`config.mk`:
```
export PLATFORM = sky130hd
export DESIGN_NAME = utf8_char_reframer
export DESIGN_NICKNAME = d
export VERILOG_FILES = /design/src/hw/rtl/ucr_pkg.sv /design/src/hw/rtl/utf8_char_reframer.sv /design/src/hw/rtl/ucr_step.sv /design/src/hw/rtl/ucr_out_stage.sv
export SDC_FILE = /design/constraint.sdc
export NUM_CORES = 1
export LEC_CHECK = 0
export ABC_AREA = 1
export BUFFER_PORTS_ARGS = -buffer_cell sky130_fd_sc_hd__buf_2
export CAP_MARGIN = 15
export CORE_UTILIZATION = 50
export CTS_CLUSTER_DIAMETER = 120
export DETAILED_ROUTE_END_ITERATION = 7
export PLACE_DENSITY = 0.77
export REMOVE_ABC_BUFFERS = 1
export SYNTH_ARGS = -nofsm -noshare
export SYNTH_HDL_FRONTEND = slang
export SYNTH_SLANG_ARGS = --single-unit
```
`constraint.sdc`:
```
create_clock -name clk -period 3.5 [get_ports clk]
set_input_delay 0.525 -clock clk [delete_from_list [all_inputs] [get_ports clk]]
set_output_delay 0.525 -clock clk [all_outputs]
set_load 0.01 [all_outputs]
```
`src/hw/rtl/ucr_pkg.sv`:
```
// Package for the UTF-8 character reframer.
// Holds the shared widths, byte-class constants, pending-state type and lead decoder.
// No dependencies.
package ucr_pkg;

  localparam int unsigned BYTE_W     = 8;
  localparam int unsigned PEND_DEPTH = 3;
  localparam int unsigned CHAR_W     = 32;
  localparam int unsigned LEN_W      = 3;
  localparam int unsigned CNT_W      = 2;
  localparam int unsigned OUT_TDATA_W = 40;

  // Byte classes.
  localparam logic [7:0] CONT_MASK  = 8'hC0;
  localparam logic [7:0] CONT_TAG   = 8'h80;
  localparam logic [7:0] ASCII_MASK = 8'h80;
  localparam logic [7:0] LEAD2_MASK = 8'hE0;
  localparam logic [7:0] LEAD2_TAG  = 8'hC0;
  localparam logic [7:0] LEAD3_MASK = 8'hF0;
  localparam logic [7:0] LEAD3_TAG  = 8'hE0;
  localparam logic [7:0] LEAD4_MASK = 8'hF8;
  localparam logic [7:0] LEAD4_TAG  = 8'hF0;

  // Character lengths announced by a lead byte.
  localparam logic [LEN_W-1:0] LEN_NONE = 3'd0;
  localparam logic [LEN_W-1:0] LEN_ONE  = 3'd1;
  localparam logic [LEN_W-1:0] LEN_TWO  = 3'd2;
  localparam logic [LEN_W-1:0] LEN_THR  = 3'd3;
  localparam logic [LEN_W-1:0] LEN_FOUR = 3'd4;

  // Control part of the pending state; cnt of zero means idle.
  typedef struct packed {
    logic [CNT_W-1:0] cnt;
    logic [LEN_W-1:0] exp_len;
  } ucr_ctrl_t;

  // One finished character.
  typedef struct packed {
    logic [LEN_W-1:0]  len;
    logic [CHAR_W-1:0] bytes;
  } ucr_char_t;

  // Length announced by a byte taken as a lead; LEN_NONE if it is no lead.
  function automatic logic [LEN_W-1:0] lead_len(input logic [7:0] b);
    logic [LEN_W-1:0] n;
    if ((b & ASCII_MASK) == 8'h00) begin
      n = LEN_ONE;
    end else if ((b & LEAD2_MASK) == LEAD2_TAG) begin
      n = LEN_TWO;
    end else if ((b & LEAD3_MASK) == LEAD3_TAG) begin
      n = LEN_THR;
    end else if ((b & LEAD4_MASK) == LEAD4_TAG) begin
      n = LEN_FOUR;
    end else begin
      n = LEN_NONE;
    end
    return n;
  endfunction

endpackage

```
`src/hw/rtl/utf8_char_reframer.sv`:
```
// Top level of the UTF-8 character reframer.
// Depends on ucr_pkg, ucr_step and ucr_out_stage.
//
// Takes one byte per cycle and emits each complete UTF-8 character as one item of
// up to four bytes, lead byte lowest, with its length; malformed leads and cut-off
// sequences are dropped without a result. A byte is taken every cycle while the
// result register is empty or being drained; the character is registered and
// appears in the cycle after its last byte is taken. The pending state, control
// register and byte store, is updated by one short decode step per byte.
module utf8_char_reframer (
  input  logic        clk,
  input  logic        rst_n,
  input  logic        in_tvalid,
  output logic        in_tready,
  input  logic [7:0]  in_tdata,   // in_byte[7:0]
  output logic        out_tvalid,
  input  logic        out_tready,
  output logic [39:0] out_tdata   // char_bytes[31:0], char_len[34:32]
);
  import ucr_pkg::*;

  ucr_ctrl_t                      ctrl_r, ctrl_nxt;
  logic [PEND_DEPTH-1:0][7:0]     pend_r;
  logic [PEND_DEPTH-1:0]          pend_we;
  logic                           emit;
  ucr_char_t                      char_res;
  logic                           free;
  logic                           in_fire;

  assign in_tready = free;
  assign in_fire   = in_tvalid && in_tready;

  ucr_step u_step (
    .ctrl_i    (ctrl_r),
    .pend_i    (pend_r),
    .byte_i    (in_tdata),
    .ctrl_o    (ctrl_nxt),
    .pend_we_o (pend_we),
    .emit_o    (emit),
    .char_o    (char_res)
  );

  // Pending control state.
  always_ff @(posedge clk) begin
    if (!rst_n) begin
      ctrl_r <= '0;
    end else if (in_fire) begin
      ctrl_r <= ctrl_nxt;
    end
  end

  // Pending byte store; entries are read only after being written.
  always_ff @(posedge clk) begin
    for (int i = 0; i < PEND_DEPTH; i++) begin
      if (in_fire && pend_we[i]) begin
        pend_r[i] <= in_tdata;
      end
    end
  end

  ucr_out_stage u_out (
    .clk        (clk),
    .rst_n      (rst_n),
    .load_i     (in_fire && emit),
    .char_i     (char_res),
    .free_o     (free),
    .out_tvalid (out_tvalid),
    .out_tready (out_tready),
    .out_tdata  (out_tdata)
  );

endmodule

```
`src/hw/rtl/ucr_step.sv`:
```
// Next-state and result logic of the reframer for one incoming byte.
// Depends on ucr_pkg.
module ucr_step (
  input  ucr_pkg::ucr_ctrl_t                   ctrl_i,
  input  logic [ucr_pkg::PEND_DEPTH-1:0][7:0]  pend_i,
  input  logic [7:0]                           byte_i,
  output ucr_pkg::ucr_ctrl_t                   ctrl_o,
  output logic [ucr_pkg::PEND_DEPTH-1:0]       pend_we_o,
  output logic                                 emit_o,
  output ucr_pkg::ucr_char_t                   char_o
);
  import ucr_pkg::*;

  logic             is_cont;
  logic             busy;
  logic [LEN_W-1:0] have;
  logic [LEN_W-1:0] n;
  logic [CHAR_W-1:0] word;

  assign is_cont = (byte_i & CONT_MASK) == CONT_TAG;
  assign busy    = ctrl_i.cnt != '0;
  assign have    = {1'b0, ctrl_i.cnt} + LEN_ONE;
  assign n       = lead_len(byte_i);

  // Assemble the finished word: held bytes below, the new byte at lane cnt, zeros above.
  always_comb begin
    word = '0;
    for (int k = 0; k < PEND_DEPTH; k++) begin
      if (k < int'(ctrl_i.cnt)) begin
        word[k*8 +: 8] = pend_i[k];
      end else if (k == int'(ctrl_i.cnt)) begin
        word[k*8 +: 8] = byte_i;
      end
    end
    if (ctrl_i.cnt == CNT_W'(PEND_DEPTH)) begin
      word[PEND_DEPTH*8 +: 8] = byte_i;
    end
  end

  // Continue, complete, or restart on the byte as a fresh lead.
  always_comb begin
    ctrl_o    = ctrl_i;
    pend_we_o = '0;
    emit_o    = 1'b0;
    char_o.bytes = word;
    char_o.len   = have;
    if (busy && is_cont) begin
      if (have >= ctrl_i.exp_len) begin
        emit_o = 1'b1;
        ctrl_o = '0;
      end else begin
        for (int i = 0; i < PEND_DEPTH; i++) begin
          pend_we_o[i] = (int'(ctrl_i.cnt) == i);
        end
        ctrl_o.cnt = ctrl_i.cnt + CNT_W'(1);
      end
    end else begin
      ctrl_o = '0;
      if (n == LEN_ONE) begin
        emit_o       = 1'b1;
        char_o.bytes = {{(CHAR_W-8){1'b0}}, byte_i};
        char_o.len   = LEN_ONE;
      end else if (n != LEN_NONE) begin
        pend_we_o[0]   = 1'b1;
        ctrl_o.cnt     = CNT_W'(1);
        ctrl_o.exp_len = n;
      end
    end
  end

endmodule

```
`src/hw/rtl/ucr_out_stage.sv`:
```
// Result register of the reframer with the output handshake.
// Depends on ucr_pkg.
module ucr_out_stage (
  input  logic                                clk,
  input  logic                                rst_n,
  input  logic                                load_i,
  input  ucr_pkg::ucr_char_t                  char_i,
  output logic                                free_o,
  output logic                                out_tvalid,
  input  logic                                out_tready,
  output logic [ucr_pkg::OUT_TDATA_W-1:0]     out_tdata  // char_bytes[31:0], char_len[34:32]
);
  import ucr_pkg::*;

  logic      valid_r, valid_nxt;
  ucr_char_t char_r;

  // The register can take a new result when empty or being drained this cycle.
  assign free_o = !valid_r || out_tready;

  always_comb begin
    if (load_i) begin
      valid_nxt = 1'b1;
    end else if (out_tready) begin
      valid_nxt = 1'b0;
    end else begin
      valid_nxt = valid_r;
    end
  end

  always_ff @(posedge clk) begin
    if (!rst_n) begin
      valid_r <= 1'b0;
    end else begin
      valid_r <= valid_nxt;
    end
  end

  // Payload needs no reset.
  always_ff @(posedge clk) begin
    if (load_i) begin
      char_r <= char_i;
    end
  end

  assign out_tvalid = valid_r;
  assign out_tdata  = {{(OUT_TDATA_W-CHAR_W-LEN_W){1'b0}}, char_r.len, char_r.bytes};

endmodule

```
* Word-level counts from Yosys, hierarchy flattened *
Cells that the tools add are included.

storage, ports and cells
  bits of input ports = 12
  register bits = 65
  output and inout bits = 42

operators by class
  magnitude comparators = 4
  equal/unequal tests = 11
  muxes and demuxes = 28
  add/sub/neg operators = 2
  reductions and logical operators = 14

operator list
  kind                   count
  $mux W35               2
  $mux W8                7
  $mux W3                6
  $mux W5                2
  $eq A2 B2 Y1 const B   4
  $logic_not A8 Y1       1
  $mux W1                8
  $logic_and A1 B1 Y1    6
  $eq A5 B5 Y1 const B   1
  $eq A2 B2 Y1 const A   2
  $eq A4 B4 Y1 const B   1
  $lt A1 B2 Y1 const A   2
  $mux W2                2
  $mux W4                1
  $reduce_bool A2 Y1     2
  $add A2 B1 Y3 const B  1
  $eq A3 B1 Y1 const B   1
  $eq A3 B3 Y1 const B   1
  $ge A3 B3 Y1           1
  $reduce_bool A3 Y1     1
  $add A2 B1 Y2 const B  1
  $logic_not A2 Y1       1
  $lt A2 B2 Y1 const A   1
  $ne A2 B2 Y1 const B   1
  other kinds (3)        3

* Longest topological paths before layout *
  word-level depth = 10
  gate-level depth with buffers = 11
  mapped depth without buffers = 10

* By module *
A second synthesis with hierarchy kept.

unflattened totals
  cells, all modules = 256
  area total of the unflattened synthesis = 2793.9 um2

by module, submodules not included
  module              sequential area each (um2)  cells an instance  times used  area each (um2)
  ucr_out_stage       1071.0                      47                 1           1138.6
  utf8_char_reframer  820.8                       64                 1           964.7
  ucr_step            0.0                         145                1           690.7

* Worst setup path before layout *
Ideal clock, no wire load.

  kind = reg2reg
  start point = register ctrl_r[4] in the netlist's numbering
  end point = register u_out.char_r (netlist bit u_out.out_tdata[0]), enable pin
  required time = 3.110 ns
  arrival time = 2.323 ns
  path slack = 0.788 ns
  clock period less this slack = 2.712 ns
  stages on the path, launching flop included = 11
  cells stage by stage = dfxtp_1 > buf_2 > inv_1 > ha_1 > ha_1 > nand2_1 > nor2_1 > nor2_1 > nand3_4 > nand3_1 > inv_1

on the way
  cells in the longest elaborated chain, start to end = 5
  elaborated cells between the ends (all ways) = 7

RTL lines
  item                      RTL line                  text
  start: declaration        utf8_char_reframer.sv:22  ucr_ctrl_t ctrl_r, ctrl_nxt;
  start signal: assignment  utf8_char_reframer.sv:48  ctrl_r <= ctrl_nxt;
  $add A2 B1 Y3             ucr_step.sv:22            assign have = {1'b0, ctrl_i.cnt} + LEN_ONE;
  $ge A3 B3 Y1              ucr_step.sv:48            if (have >= ctrl_i.exp_len) begin
  $mux W1                   ucr_step.sv:48
  $mux W1 (*)               ucr_step.sv:47            if (busy && is_cont) begin
  $logic_and A1 B1 Y1 (*)   utf8_char_reframer.sv:64  .load_i (in_fire && emit),
  named net u_out.load_i    ucr_out_stage.sv:6        input logic load_i,
  end signal: assignment    ucr_out_stage.sv:42       char_r <= char_i;
  end: declaration          ucr_out_stage.sv:16       ucr_char_t char_r;

The timed path passes the listed nets; every way through them passes the cells marked *.
A chain may end at the register's enable or synchronous reset.

* Final worst setup path *
  start point = register ctrl_r[4] in the netlist's numbering
  end point = register pend_r[8] in the netlist's numbering, enable pin

on the way
  cells in the longest elaborated chain, start to end = 5
  elaborated cells between the ends (all ways) = 8

RTL lines
  item                            RTL line                  text
  $add A2 B1 Y3                   ucr_step.sv:22
  $ge A3 B3 Y1                    ucr_step.sv:48
  $mux W3                         ucr_step.sv:48
  $mux W2 (*)                     ucr_step.sv:47
  $logic_and A1 B1 Y1 (*)         utf8_char_reframer.sv:55  if (in_fire && pend_we[i]) begin
  end signal: indexed assignment  utf8_char_reframer.sv:56  pend_r[i] <= in_tdata;
  end: declaration                utf8_char_reframer.sv:23  logic [PEND_DEPTH-1:0][7:0] pend_r;

Every way passes the cells marked *; elsewhere a longest branch is shown, timed or not.

==> run summary <==
The flow ran to the end, and the final reports show no timing, DRC or antenna violations. The maximum level of the CTS H-tree came out at 3. The max-slew violation total from the final report is 0.

The initial core utilization came out at 0.5249. The logs give 9 for the total CTS buffers and 0 for the residual overflow from global routing. The run gives 0.006491 ns as the clock tree skew after final layout. Synthesis produced a netlist whose cell count is 213. Across all hold checks on the routed design, the worst slack comes to 0.4359 ns. The run gives 0.5808 as the headroom to the max-slew limit.

The static leakage power was 1.274 nW. The logs give 0 for the residual antenna-violating net count after detailed routing and 0 for the antenna diode instance count. The run gives 0.6968 as the register area share after synthesis. Entering global routing, the biggest net connects 36 pins. The count of buffers added on input and output ports is 48.

The library cell used most frequently in the layout, excluding fill and tap cells, is edfxtp_1. By instance count, the cell type seen most on the critical path is nor2_1. The first global-routing pass estimated 7293 µm of wire.

The time the final worst path needs with I/O delays and setup came out at 2.653 ns. The tools report the filler-free cell count of the finished design as 341. Worst hold path class: input pin to flip-flop.

The area of the placeable core is 5172 µm², and the share of final-layout standard cells stronger than drive strength 1 is 0.2804. Across the run, the number of max-cap violations was 0. The count of unique library cells instantiated by Yosys was 27; the total global routing track utilization was 0.1879. Data arrival at the endpoint of the critical path: 2.62 ns.

For this run, design rule violations remaining after detail routing come to 0. The setup path with the least slack is of type flip-flop to flip-flop. The cell sitting at the root of the clock tree is a clkbuf_8. The HPWL after detailed placement is 3064 µm.

Total negative slack: 0 ns. Setup repair after global routing left no endpoint under its margin. Clock latency at the later pin of the worst-skew pair: 0.33 ns.

In the layout the commonest cells are edfxtp_1 (59), buf_2 (48), nand2_1 (24), nand3_1 (20), nor2_1 (19). Hold violation count in the final report: 0. The run gives 1571 as the via count of the first global-routing pass. Hold repair after CTS inserted 0 buffers. Summing every instance area after synthesis gives 2715 µm².

The final critical-path share of the clock period was 0.7580. The worst-case IR drop observed on VDD is 0.0002197 V. The logs give 26 for the floorplan row count and 0.8000 for the global placement routability congestion. The tools report the floorplan die area as 5729 µm². The worst setup path is captured at a flip-flop.

The detailed-route vias per instance was 4.982. The delay of the slowest cell on the worst path is 0.56 ns, and the transition time at the pin with the least slew margin is 0.6265 ns. The peak clock frequency supported by timing is 376.9 MHz, and the number of primary I/O pins is 54. Of all nets on the critical path, the largest fanout is 12. The area overhead of the layout relative to synthesis came out at 16.77%.

The clock-pin transition on the worst setup and hold timing paths was 0.07 ns. The floorplan step set the die height to 75.69 µm. At the worst endpoint, the required time is 3.46 ns. The number of cells in the design after placement is 325.

Critical-path cell with the highest stage delay: dfxtp_1. After detailed routing, the average wire length per cell comes to 13.93 µm. CTS saw 65 sinks.

The post-CTS setup buffer count is 0. Horizontal die dimension: 75.69 µm. The power per cell area is 505.6 nW/µm², and the maximum count of clock buffers along a single path is 2.

After synthesis the netlist holds a flip-flop and latch count of 65. The number of antenna violations at the first check in global routing is 0. The tools report the critical path startpoint category as a flip-flop.

The average cell area after synthesis works out to 12.75 µm². For this block, the via count after detailed routing is 1699. The first TritonRoute pass finished after 4 iterations. Walking the worst path, the cells encountered are inv_1, ha_1, ha_1, nand2_1, nor2_1, nor2_1, nand3_4, nor2_1. The first routing iteration left 98 violations. The number of gates resized after CTS was 0. TritonCTS built the clock tree. Setup violations remaining at the end of the flow were counted as 0. The Yosys step of the flow raised 0 warnings. After the last flow step, the layout net total stands at 286.

For this block, the routed nets add up to 4750 µm of wire. For the internal reg-to-reg setup slack, the log shows 0.85 ns.
## per-stage QoR
step                total power [mW]    util  instance area [µm²]  setup slack (ns)
CTS                            1.609  0.6130                 3171            0.8531
global placement               1.030  0.5784                 2992            0.9085
floorplan                     0.9798       -                 2649            0.7833
global route                   1.660  0.6130                 3171            0.6192
detailed placement             1.033  0.5784                 2992            0.8667
finish                         1.603  0.6130                 3171            0.8470
## power by group
part           switching, mW  internal [mW]
logic                 0.0861         0.0438
clock network          0.261          0.325
registers            0.00941          0.877
## critical path: cells and delay by family (launching register included)
kind	cells	cell delay, ns
adder cells (fa/ha/maj)	2	0.63
flip-flops	1	0.56
buffers and inverters	1	0.16
AND/OR/NAND/NOR	5	0.95
## final cells by class
type | instances | area, µm²
timing repair buffer | 50 | 255.2
multi-input combinational | 120 | 681.9
sequential | 65 | 1892
clock buffer | 12 | 135.1
inverter | 20 | 75.07
tap | 70 | 87.58
clock inverter | 4 | 43.79
fill | 410 | 2002
## metal layers
layer | routed length (µm) | global-route usage
met5 | 0 | 0
met4 | 72 | 0.1029
met1 | 1947 | 0.2225
met3 | 306 | 0.06614
met2 | 2423 | 0.3016
## registers in the layout, indices dropped and copies added (netlist names)
name / count
pend_r: 24
ctrl_r: 5
u_out.out_tdata: 35
u_out.out_tvalid: 1
## cells in the mapped netlist (all sizes together)
| cell type | count | area [µm²] |
|---|---|---|
| o21ai | 17 | 88.83 |
| buf | 12 | 81.32 |
| conb | 1 | 3.750 |
| nor3 | 1 | 5.000 |
| or2 | 1 | 6.260 |
| dfxtp | 6 | 120.1 |
| ha | 8 | 100.1 |
| nand3 | 21 | 117.6 |
| nor2 | 21 | 88.84 |
| mux2 | 4 | 60.06 |
| inv | 20 | 75.07 |
| nand4 | 1 | 6.260 |
| nand2 | 27 | 113.9 |
| edfxtp | 59 | 1772 |
| nor3b | 1 | 7.510 |
| a21oi | 13 | 68.82 |
## final timing paths
path | start | end | depth (start not counted)
max reg2reg | ctrl_r[4]$_SDFFE_PN0P_ | pend_r[8]$_DFFE_PP_ | 8
min | in_tdata[3] | pend_r[19]$_DFFE_PP_ | 1
max | ctrl_r[4]$_SDFFE_PN0P_ | pend_r[8]$_DFFE_PP_ | 8
min reg2reg | ctrl_r[1]$_SDFFE_PN0P_ | ctrl_r[1]$_SDFFE_PN0P_ | 2
## cells by family (layout without fill, tap and decap cells)
logic type,count (synthesis),in the layout,synth area share
fa+ha+maj,8,8,0.03687
other cells,1,5,0.001381
buf+inv,32,86,0.05760
mux,4,4,0.02212
compound gates,30,30,0.05806
flops,65,65,0.6968
simple gates,73,73,0.1272
Power figures use the tool's default switching activity.
